### config.mk
export PLATFORM = sky130hd
export DESIGN_NAME = response_frame_parser_top
export DESIGN_NICKNAME = d
export VERILOG_FILES = /design/src/rtl/core/rfp_pkg.sv /design/src/rtl/core/rfp_cfg.sv /design/src/rtl/core/rfp_engine.sv /design/src/rtl/core/rfp_out_reg.sv /design/src/rtl/core/response_frame_parser_top.sv
export VERILOG_INCLUDE_DIRS = /design/src /design/src/rtl/core
export SDC_FILE = /design/constraint.sdc
export NUM_CORES = 1
export LEC_CHECK = 0
export BUFFER_PORTS_ARGS = -buffer_cell sky130_fd_sc_hd__buf_2
export CELL_PAD_IN_SITES_DETAIL_PLACEMENT = 0
export CELL_PAD_IN_SITES_GLOBAL_PLACEMENT = 2
export CORE_UTILIZATION = 37
export CTS_CLUSTER_DIAMETER = 200
export DETAILED_ROUTE_END_ITERATION = 6
export GPL_ROUTABILITY_DRIVEN = 0
export PLACE_DENSITY_LB_ADDON = 0.05
export SYNTH_ARGS = -nofsm -noshare
export SYNTH_HDL_FRONTEND = slang
export SYNTH_SLANG_ARGS = --single-unit
export TNS_END_PERCENT = 20
### constraint.sdc
create_clock -name clk -period 5.2 [get_ports clk]
set_input_delay 0.26 -clock clk [delete_from_list [all_inputs] [get_ports clk]]
set_output_delay 0.26 -clock clk [all_outputs]
set_load 0.05 [all_outputs]
### src/rtl/core/response_frame_parser_top_macros.svh
// Assertion macros for the response frame parser.
`ifndef RESPONSE_FRAME_PARSER_TOP_MACROS_SVH
`define RESPONSE_FRAME_PARSER_TOP_MACROS_SVH

`ifndef SYNTHESIS
`define RFP_ASSERT(label, prop) \
  label: assert property (@(posedge clk) disable iff (rst) (prop)) \
    else $error("rfp assertion failed");
`define RFP_ASSERT_RST(label, prop) \
  label: assert property (@(posedge clk) (prop)) \
    else $error("rfp reset assertion failed");
`else
`define RFP_ASSERT(label, prop)
`define RFP_ASSERT_RST(label, prop)
`endif

`endif

### src/rtl/core/rfp_pkg.sv
// Shared types and constants for the response frame parser.
`default_nettype none
package rfp_pkg;

  localparam logic [1:0] OP_START   = 2'd0;
  localparam logic [1:0] OP_BYTE    = 2'd1;
  localparam logic [1:0] OP_TIMEOUT = 2'd2;

  localparam logic [1:0] ST_OK      = 2'd0;
  localparam logic [1:0] ST_TIMEOUT = 2'd1;
  localparam logic [1:0] ST_INVALID = 2'd2;
  localparam logic [1:0] ST_NOSPACE = 2'd3;

  localparam logic [1:0] REG_LAST_CMD  = 2'd0;
  localparam logic [1:0] REG_BUF_SPACE = 2'd1;
  localparam logic [1:0] REG_REPLY_ID  = 2'd2;
  localparam logic [1:0] REG_HUNT_LIM  = 2'd3;

  localparam logic [7:0]  START_BYTE   = 8'hFF;
  localparam logic [15:0] DEFAULT_HUNT = 16'd1000;

  localparam int OUT_DATA_W = 24;

  typedef enum logic [3:0] {
    PH_IDLE, PH_HUNT, PH_LEN, PH_LCS, PH_XHI, PH_XLO,
    PH_XCS, PH_TFI, PH_CMD, PH_DATA, PH_DCS, PH_POST
  } phase_t;

  typedef struct packed {
    logic [7:0]  last_command;
    logic [7:0]  buffer_space;
    logic [7:0]  reply_identifier;
    logic [15:0] hunt_limit;
  } cfg_t;

  typedef struct packed {
    logic       valid;
    logic       kind;
    logic [7:0] data_byte;
    logic [1:0] status;
    logic [7:0] payload_length;
    logic       last;
  } result_t;

endpackage
`default_nettype wire

### src/rtl/core/rfp_cfg.sv
// Configuration register bank.
`default_nettype none
module rfp_cfg
  import rfp_pkg::*;
(
  input  wire logic        clk,
  input  wire logic        rst,
  input  wire logic        cfg_valid,
  input  wire logic [1:0]  cfg_index,
  input  wire logic [15:0] cfg_data,
  output cfg_t             cfg
);

  always_ff @(posedge clk) begin
    if (rst) begin
      cfg.last_command     <= 8'd0;
      cfg.buffer_space     <= 8'd255;
      cfg.reply_identifier <= 8'd213;
      cfg.hunt_limit       <= DEFAULT_HUNT;
    end else if (cfg_valid) begin
      unique case (cfg_index)
        REG_LAST_CMD:  cfg.last_command     <= cfg_data[7:0];
        REG_BUF_SPACE: cfg.buffer_space     <= cfg_data[7:0];
        REG_REPLY_ID:  cfg.reply_identifier <= cfg_data[7:0];
        REG_HUNT_LIM:  cfg.hunt_limit       <= cfg_data;
        default: ;
      endcase
    end
  end

endmodule
`default_nettype wire

### src/rtl/core/rfp_engine.sv
// Frame state machine: per-beat checks and next-state logic.
`default_nettype none
module rfp_engine
  import rfp_pkg::*;
(
  input  wire logic       clk,
  input  wire logic       rst,
  input  wire logic       fire,
  input  wire logic [1:0] opcode,
  input  wire logic [7:0] rx_byte,
  input  wire cfg_t       cfg,
  output result_t         res
);

  phase_t      phase, phase_next;
  logic [15:0] hunt_budget, hunt_budget_next;
  logic [7:0]  first_length_byte, first_length_byte_next;
  logic [15:0] frame_length, frame_length_next;
  logic [7:0]  running_sum, running_sum_next;
  logic [7:0]  bytes_received, bytes_received_next;

  logic [15:0] len_full;
  logic [7:0]  len_sum;
  logic        len_bad;
  logic [15:0] pay_len;
  logic        no_space;
  logic        ext_len;
  logic        cmd_ok;
  logic [7:0]  sum_next;
  logic [7:0]  cnt_inc;
  logic        active;

  assign len_full = (phase == PH_LCS) ? {8'd0, first_length_byte} : frame_length;
  assign len_sum  = len_full[15:8] + len_full[7:0] + rx_byte;
  assign len_bad  = (len_full < 16'd2) || (len_sum != 8'd0);
  assign pay_len  = len_full - 16'd2;
  assign no_space = pay_len > {8'd0, cfg.buffer_space};
  assign ext_len  = (first_length_byte == 8'hFF) && (rx_byte == 8'hFF);
  assign cmd_ok   = {1'b0, rx_byte} == ({1'b0, cfg.last_command} + 9'd1);
  assign sum_next = running_sum + rx_byte;
  assign cnt_inc  = bytes_received + 8'd1;
  assign active   = fire && (opcode != OP_START) && (opcode == OP_BYTE || opcode == OP_TIMEOUT)
                    && (phase != PH_IDLE);

  // result of the current beat
  always_comb begin
    res = '0;
    res.status = ST_OK;
    if (active) begin
      if (phase == PH_HUNT) begin
        if (opcode == OP_BYTE && rx_byte != 8'd0) begin
          if (rx_byte != START_BYTE) begin
            res.valid = 1'b1; res.kind = 1'b1; res.last = 1'b1; res.status = ST_INVALID;
          end
        end else if (hunt_budget == 16'd0) begin
          res.valid = 1'b1; res.kind = 1'b1; res.last = 1'b1;
          res.status = (opcode == OP_TIMEOUT) ? ST_TIMEOUT : ST_INVALID;
        end
      end else if (opcode == OP_TIMEOUT) begin
        res.valid = 1'b1; res.kind = 1'b1; res.last = 1'b1; res.status = ST_TIMEOUT;
      end else begin
        unique case (phase)
          PH_LCS, PH_XCS: begin
            if (!(phase == PH_LCS && ext_len)) begin
              if (len_bad) begin
                res.valid = 1'b1; res.kind = 1'b1; res.last = 1'b1; res.status = ST_INVALID;
              end else if (no_space) begin
                res.valid = 1'b1; res.kind = 1'b1; res.last = 1'b1; res.status = ST_NOSPACE;
              end
            end
          end
          PH_TFI: begin
            if (rx_byte != cfg.reply_identifier) begin
              res.valid = 1'b1; res.kind = 1'b1; res.last = 1'b1; res.status = ST_INVALID;
            end
          end
          PH_CMD: begin
            if (!cmd_ok) begin
              res.valid = 1'b1; res.kind = 1'b1; res.last = 1'b1; res.status = ST_INVALID;
            end
          end
          PH_DATA: begin
            res.valid = 1'b1;
            res.data_byte = rx_byte;
          end
          PH_DCS: begin
            if (sum_next != 8'd0) begin
              res.valid = 1'b1; res.kind = 1'b1; res.last = 1'b1; res.status = ST_INVALID;
            end
          end
          PH_POST: begin
            res.valid = 1'b1; res.kind = 1'b1; res.last = 1'b1;
            if (rx_byte != 8'd0) begin
              res.status = ST_INVALID;
            end else begin
              res.status = ST_OK;
              res.payload_length = frame_length[7:0];
            end
          end
          default: ;
        endcase
      end
    end
  end

  // next state
  always_comb begin
    phase_next             = phase;
    hunt_budget_next       = hunt_budget;
    first_length_byte_next = first_length_byte;
    frame_length_next      = frame_length;
    running_sum_next       = running_sum;
    bytes_received_next    = bytes_received;
    if (fire && opcode == OP_START) begin
      hunt_budget_next = (cfg.hunt_limit != 16'd0) ? cfg.hunt_limit : DEFAULT_HUNT;
      phase_next       = PH_HUNT;
    end else if (active) begin
      if (phase == PH_HUNT) begin
        if (opcode == OP_BYTE && rx_byte != 8'd0) begin
          phase_next = PH_LEN;
        end else if (hunt_budget != 16'd0) begin
          hunt_budget_next = hunt_budget - 16'd1;
        end
      end else if (opcode == OP_BYTE) begin
        unique case (phase)
          PH_LEN: begin
            first_length_byte_next = rx_byte;
            phase_next = PH_LCS;
          end
          PH_LCS, PH_XCS: begin
            if (phase == PH_LCS && ext_len) begin
              phase_next = PH_XHI;
            end else begin
              frame_length_next = pay_len;
              phase_next = PH_TFI;
            end
          end
          PH_XHI: begin
            frame_length_next = {rx_byte, 8'd0};
            phase_next = PH_XLO;
          end
          PH_XLO: begin
            frame_length_next = {frame_length[15:8], rx_byte};
            phase_next = PH_XCS;
          end
          PH_TFI: begin
            running_sum_next = rx_byte;
            phase_next = PH_CMD;
          end
          PH_CMD: begin
            running_sum_next    = sum_next;
            bytes_received_next = 8'd0;
            phase_next = (frame_length != 16'd0) ? PH_DATA : PH_DCS;
          end
          PH_DATA: begin
            running_sum_next    = sum_next;
            bytes_received_next = cnt_inc;
            if ({8'd0, cnt_inc} >= frame_length) begin
              phase_next = PH_DCS;
            end
          end
          PH_DCS: begin
            running_sum_next = sum_next;
            phase_next = PH_POST;
          end
          default: phase_next = PH_IDLE;
        endcase
      end
      if (res.last) begin
        phase_next = PH_IDLE;
      end
    end
  end

  always_ff @(posedge clk) begin
    if (rst) begin
      phase             <= PH_IDLE;
      hunt_budget       <= 16'd0;
      first_length_byte <= 8'd0;
      frame_length      <= 16'd0;
      running_sum       <= 8'd0;
      bytes_received    <= 8'd0;
    end else begin
      phase             <= phase_next;
      hunt_budget       <= hunt_budget_next;
      first_length_byte <= first_length_byte_next;
      frame_length      <= frame_length_next;
      running_sum       <= running_sum_next;
      bytes_received    <= bytes_received_next;
    end
  end

endmodule
`default_nettype wire

### src/rtl/core/rfp_out_reg.sv
// Result register on the master side.
`default_nettype none
module rfp_out_reg
  import rfp_pkg::*;
(
  input  wire logic                  clk,
  input  wire logic                  rst,
  input  wire logic                  fire,
  input  wire result_t               res,
  output logic                       ready,
  output logic                       m_tvalid,
  input  wire logic                  m_tready,
  output logic [OUT_DATA_W-1:0]      m_tdata,
  output logic                       m_tuser,
  output logic                       m_tlast
);

  assign ready = !m_tvalid || m_tready;

  always_ff @(posedge clk) begin
    if (rst) begin
      m_tvalid <= 1'b0;
    end else if (fire && res.valid) begin
      m_tvalid <= 1'b1;
    end else if (m_tready) begin
      m_tvalid <= 1'b0;
    end
  end

  always_ff @(posedge clk) begin
    if (fire && res.valid) begin
      m_tdata <= {6'd0, res.payload_length, res.status, res.data_byte};
      m_tuser <= res.kind;
      m_tlast <= res.last;
    end
  end

endmodule
`default_nettype wire

### src/rtl/core/response_frame_parser_top.sv
// Top level of the response frame parser.
//
//   channel | signals                          | beat
//   s       | s_tvalid s_tready s_tdata s_tuser | one event: start, byte or timeout
//   m       | m_tvalid m_tready m_tdata m_tuser | payload byte or final status
//           | m_tlast                           |
//   cfg     | cfg_valid cfg_ready cfg_index     | one register write
//           | cfg_data                          |
//
// One input beat per cycle while s_tready is high; its result, if any, is on m
// in the next cycle. The result register holds one beat; s_tready drops only
// while it is full and m_tready is low. Reset is synchronous; the registers
// return to their defaults and the parser goes idle.
`default_nettype none
`include "response_frame_parser_top_macros.svh"
module response_frame_parser_top
  import rfp_pkg::*;
(
  input  wire logic                  clk,
  input  wire logic                  rst,
  input  wire logic                  s_tvalid,
  output logic                       s_tready,
  input  wire logic [7:0]            s_tdata,   // [7:0] rx_byte
  input  wire logic [1:0]            s_tuser,   // [1:0] opcode
  output logic                       m_tvalid,
  input  wire logic                  m_tready,
  output logic [OUT_DATA_W-1:0]      m_tdata,   // [7:0] data_byte, [9:8] status,
                                                // [17:10] payload_length, rest zero
  output logic                       m_tuser,   // [0] kind
  output logic                       m_tlast,
  input  wire logic                  cfg_valid,
  output logic                       cfg_ready,
  input  wire logic [1:0]            cfg_index,
  input  wire logic [15:0]           cfg_data
);

  cfg_t    cfg;
  result_t res;
  logic    fire;

  assign cfg_ready = 1'b1;
  assign fire      = s_tvalid && s_tready;

  rfp_cfg u_cfg (
    .clk       (clk),
    .rst       (rst),
    .cfg_valid (cfg_valid),
    .cfg_index (cfg_index),
    .cfg_data  (cfg_data),
    .cfg       (cfg)
  );

  rfp_engine u_engine (
    .clk     (clk),
    .rst     (rst),
    .fire    (fire),
    .opcode  (s_tuser),
    .rx_byte (s_tdata),
    .cfg     (cfg),
    .res     (res)
  );

  rfp_out_reg u_out (
    .clk      (clk),
    .rst      (rst),
    .fire     (fire),
    .res      (res),
    .ready    (s_tready),
    .m_tvalid (m_tvalid),
    .m_tready (m_tready),
    .m_tdata  (m_tdata),
    .m_tuser  (m_tuser),
    .m_tlast  (m_tlast)
  );

  `RFP_ASSERT(a_last_is_status, m_tvalid |-> (m_tlast == m_tuser))
  `RFP_ASSERT(a_data_no_status, (m_tvalid && !m_tuser) |-> (m_tdata[17:8] == 10'd0))
  `RFP_ASSERT(a_len_only_ok, (m_tvalid && m_tuser && m_tdata[9:8] != ST_OK) |-> (m_tdata[17:10] == 8'd0))
  `RFP_ASSERT(a_ready_when_empty, !m_tvalid |-> s_tready)
  `RFP_ASSERT_RST(a_reset_empty, rst |=> !m_tvalid)

endmodule
`default_nettype wire
* Word level (Yosys, flattened, before mapping)
Cells that the tools add are included.
Cells by class: add/sub/neg operators 7, $lt $le $gt $ge 3, equality and inequality tests 27, multiplexer cells 69, bitwise gates (word level) 6, reduce and logical (&&, ||, !) cells 52
Operators by type and width (number):
- 16-bit 2-to-1 mux | 8
- 8-bit 2-to-1 mux | 7
- 2-bit 2-to-1 mux | 25
- 16-bit one-hot mux with 3 select lines | 1
- 16-bit nonzero test | 3
- 4-bit one-hot mux with 8 select lines | 1
- 8-bit one-hot mux with 2 select lines | 2
- 8-bit adder | 3
- 8-bit nonzero test | 3
- 21-bit 2-to-1 mux | 1
- 4-bit 2-to-1 mux | 5
- 4-bit by 3-bit == test with 1-bit output, second input constant | 4
- 4-bit == test, second input constant | 4
- 8-bit == test, second input constant | 2
- 8-bit by 16-bit greater-or-equal comparator with 1-bit output | 1
- 16-bit by 8-bit greater-than comparator with 1-bit output | 1
- 16-bit zero test | 1
- 16-bit by 2-bit < comparator with 1-bit output, second input constant | 1
- 2-bit nonzero test | 8
- 16-bit by 1-bit subtractor with 16-bit output, second input constant | 1
- 16-bit by 2-bit subtractor with 16-bit output, second input constant | 1
- 1-bit 2-to-1 mux | 15
- 1-bit one-hot mux with 5 select lines | 3
- 5-bit AND reduction | 3
- other kinds (30) | 60
Word-level totals: bits in registers 121, bits of input ports 33, output and inout port bits 29, logic and storage cells 182

* Longest topological paths before layout
word-level depth 15, gate-level depth with buffers 19, mapped depth without buffers 17

* Cells and area by module
From an unflattened synthesis, not the netlist that was laid out.
Second synthesis, totals: cell total of the unflattened synthesis 975, area, all modules 8046.5 um^2
Modules (own cells, without submodules):
- rfp_engine | times used 1, cells each 777, area each 5683.0 um^2, seq. area each 1201.2 um^2
- rfp_cfg | times used 1, cells each 163, area each 1646.6 um^2, seq. area each 800.8 um^2
- rfp_out_reg | times used 1, cells each 32, area each 699.4 um^2, seq. area each 620.6 um^2
- response_frame_parser_top | times used 1, cells each 3, area each 17.5 um^2, seq. area each 0.0 um^2

* Worst setup path before layout
Ideal clock, no wire load.
kind flip-flop to flip-flop, from register u_engine.phase[2], to register u_out.m_tdata[0], enable pin, library setup time 336 ps, data arrival time 4042 ps, required time 4864 ps, slack 822 ps, cell stages (with the launch flop) 19, path buffers 3, period minus slack after synthesis 4378 ps, cells stage by stage dfxtp_1 -> buf_4 -> and4bb_1 -> buf_4 -> clkbuf_1 -> a21oi_1 -> fa_1 -> inv_1 -> ha_1 -> inv_1 -> fa_1 -> xnor2_1 -> a2111oi_0 -> o221ai_1 -> nor3b_1 -> nand3_2 -> o21bai_4 -> a31o_1 -> inv_1
On the way: word-level cells in the longest chain between the ends 13, elaborated cells between the ends (all ways) 29, those cells by class add/sub (3); order compare (2); eq/ne (8); mux (8); reduce/logical (8)
Ends and longest elaborated chain:
- start: declaration | RTL line rfp_engine.sv:15 | phase_t phase, phase_next;
- start signal: assignment | RTL line rfp_engine.sv:184 | phase <= phase_next;
- parallel branches: the longest is 11 deep, another holds 16-bit by 2-bit subtractor with 16-bit output
- 21-bit 2-to-1 mux * | RTL line rfp_engine.sv:49 | if (active) begin
- 1-bit logical AND * | RTL line rfp_out_reg.sv:31 | if (fire && res.valid) begin
- end signal: assignment | RTL line rfp_out_reg.sv:32 | m_tdata <= {6'd0, res.payload_length, res.status, res.data_byte};
- end: declaration | RTL line rfp_out_reg.sv:13 | output logic [OUT_DATA_W-1:0] m_tdata,
Mark *: on every way between the ends. A chain may end at the register's enable or synchronous reset.

* Worst setup path in the final report
from register u_engine.phase[3], to register u_out.m_tdata[7], enable pin
Same word-level chain as after synthesis.

==> qor.csv <==
metric,value,unit
outcome,finished clean,
CP Cell Sequence,and4bb_1 -> buf_4 -> mux2i_1 -> nor2b_1 -> nand3_1 -> a31oi_1 -> o21ai_1 -> ha_1 -> a21oi_1 -> o21ai_0 -> o21ba_2 -> or4_4 -> o21bai_4 -> a31o_1 -> inv_1,
Final Hold Fails,0,
f_max,205.2,MHz
Core Region,21020,µm²
CP required,5.24,ns
area of the mapped netlist,7939,µm²
share of cells above drive strength 1,12.49,%
initial DRC count,389,
"slowest stage delay, CP",0.55,ns
clock sinks,121,
internal power,1.930,mW
Setup Crit Path Kind,register to register,
clk slew on worst S/H paths,0.06,ns
fin crit period,4.874,ns
crit path max-delay cell type,or4_4,
largest net degree at the start of global routing,55,
P_sw,0.6427,mW
total power,2.572,mW
WL/cell,18.85,µm
register area share after synthesis,33.03,%
DR vias,7274,
clock skew,0.01131,ns
number of synthesized flops with an enable pin,20,
number of synthesized register bits,121,
Fillers,2208,
Final Cycle Share,93.73,%
IO Count,62,
Post-CTS Hold Buffers,0,
Hold/Removal Path Class,primary input to register,
setup_tns,0,ns
"Arr. time, crit path",4.92,ns
first-pass GRT wire length,39.25,mm
pwr/cell area,283.9,nW/µm²
CTS Buffer Depth,2,
worst path bufs/invs,2,
Setup Viol. Count Final,0,
GRT Util Overall,23.32,%
initial antenna violation count,0,
"Top FF cell, synth",dfxtp_1,
worst-path fanout max,20,
CTS resizes,0,
CTS H-Tree Depth,4,
Sequential Power Share,38.4,%
row count,53,
max-cap viol count,0,
clock share of power,52.4,%
Initial Utilization,37.77,%
DP HPWL,18.34,mm
Inserted Diodes,0,
grt total ovfl,0,
clock root buffer,clkbuf_16,
Mapped Cells,994,
leakage,3.741,nW
Max IR drop VDD,223.3,µV
vias in the first global route,6956,
synthesis-to-finish area growth,14.12,%
CTS tree,yes,
vias per cell,5.527,
port bufs,54,
"FFs w/ async S/R, synth",0,%
Top delay family on crit path,simple AND/OR/NAND/NOR gates,
Sw Ratio,24.99,%
later-pin clock latency in the skew report,0.42,ns
"commonest non-fill, non-tap cell in the layout",nand2_1,
CTS buffer count,17,
Initial DRT Pass Iterations,5,
Total Routed Length,24.81,mm
most frequent cells in the layout,"116 x nand2_1, 115 x nor2_1, 101 x dfxtp_1, 81 x a21oi_1",
Crit. End Element,register,
ANT nets after route,0,
final max-slew violation count,0,
Ys Warns,0,
RSZ-0062 raised after global routing,no,
die height,148.5,µm
Seq. cell area,2623,µm²
crit start category,register,
Slew @ Worst Pin,1.020,ns
Rel. slew slack,31.04,%
die extent in x,148.5,µm
post-synthesis cell type count,84,
combinational power share,9.2,%
post-CTS setup buffer count,0,
fin nets,1106,
multi-input logic area,4792,µm²
die area,22050,µm²
Avg Inst Size Synth,7.987,µm²
Residual DRC,0,
## through the flow
stage	cells	area, µm²	utilization (%)	worst slack [ns]	hold slack [ns]
final	1316	9060	43.10	0.3259	0.06016
after global routing	1316	9060	43.10	0.007401	0.07365
after CTS	1316	9060	43.10	0.3766	0.04856
after detailed placement	1284	8386	39.89	0.3881	0.4610
after global placement	1284	8386	39.89	0.5273	0.4559
after floorplan	999	7958	-	0.8218	0.3778
## layer usage
metal | wire [µm] | track usage (%) | up-vias
met5 | 0 | 0 | -
met4 | 582 | 8.093 | 0
met3 | 911 | 3.528 | 34
met2 | 11690 | 38.57 | 181
met1 | 11620 | 30.74 | 3453
li1 | - | - | 3606
## final timing paths
path,depth (start not counted),to,slack (ns),start
max,15,u_out.m_tdata[7]$_SDFFCE_PP0P_,0.33,u_engine.phase[3]$_SDFFE_PP0P_
min,3,u_cfg.cfg[9]$_SDFFE_PP1P_,0.06,cfg_data[9]
max reg2reg,15,u_out.m_tdata[7]$_SDFFCE_PP0P_,0.33,u_engine.phase[3]$_SDFFE_PP0P_
min reg2reg,2,u_cfg.cfg[17]$_SDFFE_PP0P_,0.47,u_cfg.cfg[17]$_SDFFE_PP0P_
## tightest hold or removal path, cell delays in order
cell and delay (ns):
buf_2 0.08, nand2_1 0.04, nand3_1 0.07
## state kept, by name, indices dropped and copies added, names as in the netlist
name,cells
u_cfg.cfg,40
u_engine.bytes_received,8
u_engine.first_length_byte,8
u_engine.frame_length,16
u_engine.hunt_budget,16
u_engine.phase,4
u_engine.running_sum,8
u_out.m_tdata,18
u_out.m_tlast,1
u_out.m_tuser,1
u_out.m_tvalid,1
## cells by family after synthesis
kind of cell	after synthesis	synth area share (%)
AO/OA/AOI/OAI	222	18.38
XOR/XNOR	43	4.744
adder cells (fa/ha/maj)	45	7.849
buffers and inverters	119	6.840
flip-flops	121	33.03
multiplexers	18	2.285
other	2	0.09460
AND/OR/NAND/NOR	424	26.78
## final cells by class
cell class | instances | share of cell area (%)
timing repair buffer | 74 | 4.640
clock buffer | 21 | 5.441
tap | 275 | 3.798
inverter | 55 | 2.279
multi-input combinational | 759 | 52.89
sequential | 121 | 28.95
clock inverter | 11 | 2.002
## synth_stat cells (20+ instances only)
library cell | number | area (µm²)
nor4_1 | 26 | 162.7
nand3_1 | 40 | 200.2
edfxtp_1 | 20 | 600.6
nand2_1 | 116 | 435.4
xnor2_1 | 20 | 175.2
inv_1 | 54 | 202.7
nor2_1 | 115 | 431.7
nor3_1 | 23 | 115.1
o21ai_0 | 37 | 185.2
a21oi_1 | 81 | 405.4
ha_1 | 37 | 462.9
dfxtp_1 | 101 | 2022
xor2_1 | 23 | 201.4
clkbuf_1 | 44 | 165.2
## power by group through the flow
| stage | combinational (mW) | clock (mW) | sequential [mW] |
|---|---|---|---|
| after floorplan | 0.167 | 0 | 1.00 |
| after global placement | 0.239 | 0 | 1.01 |
| after detailed placement | 0.238 | 0 | 1.01 |
| after CTS | 0.240 | 1.37 | 0.987 |
| after global routing | 0.264 | 1.41 | 0.989 |
| final | 0.237 | 1.35 | 0.987 |
(Power assumes the default switching activity.)
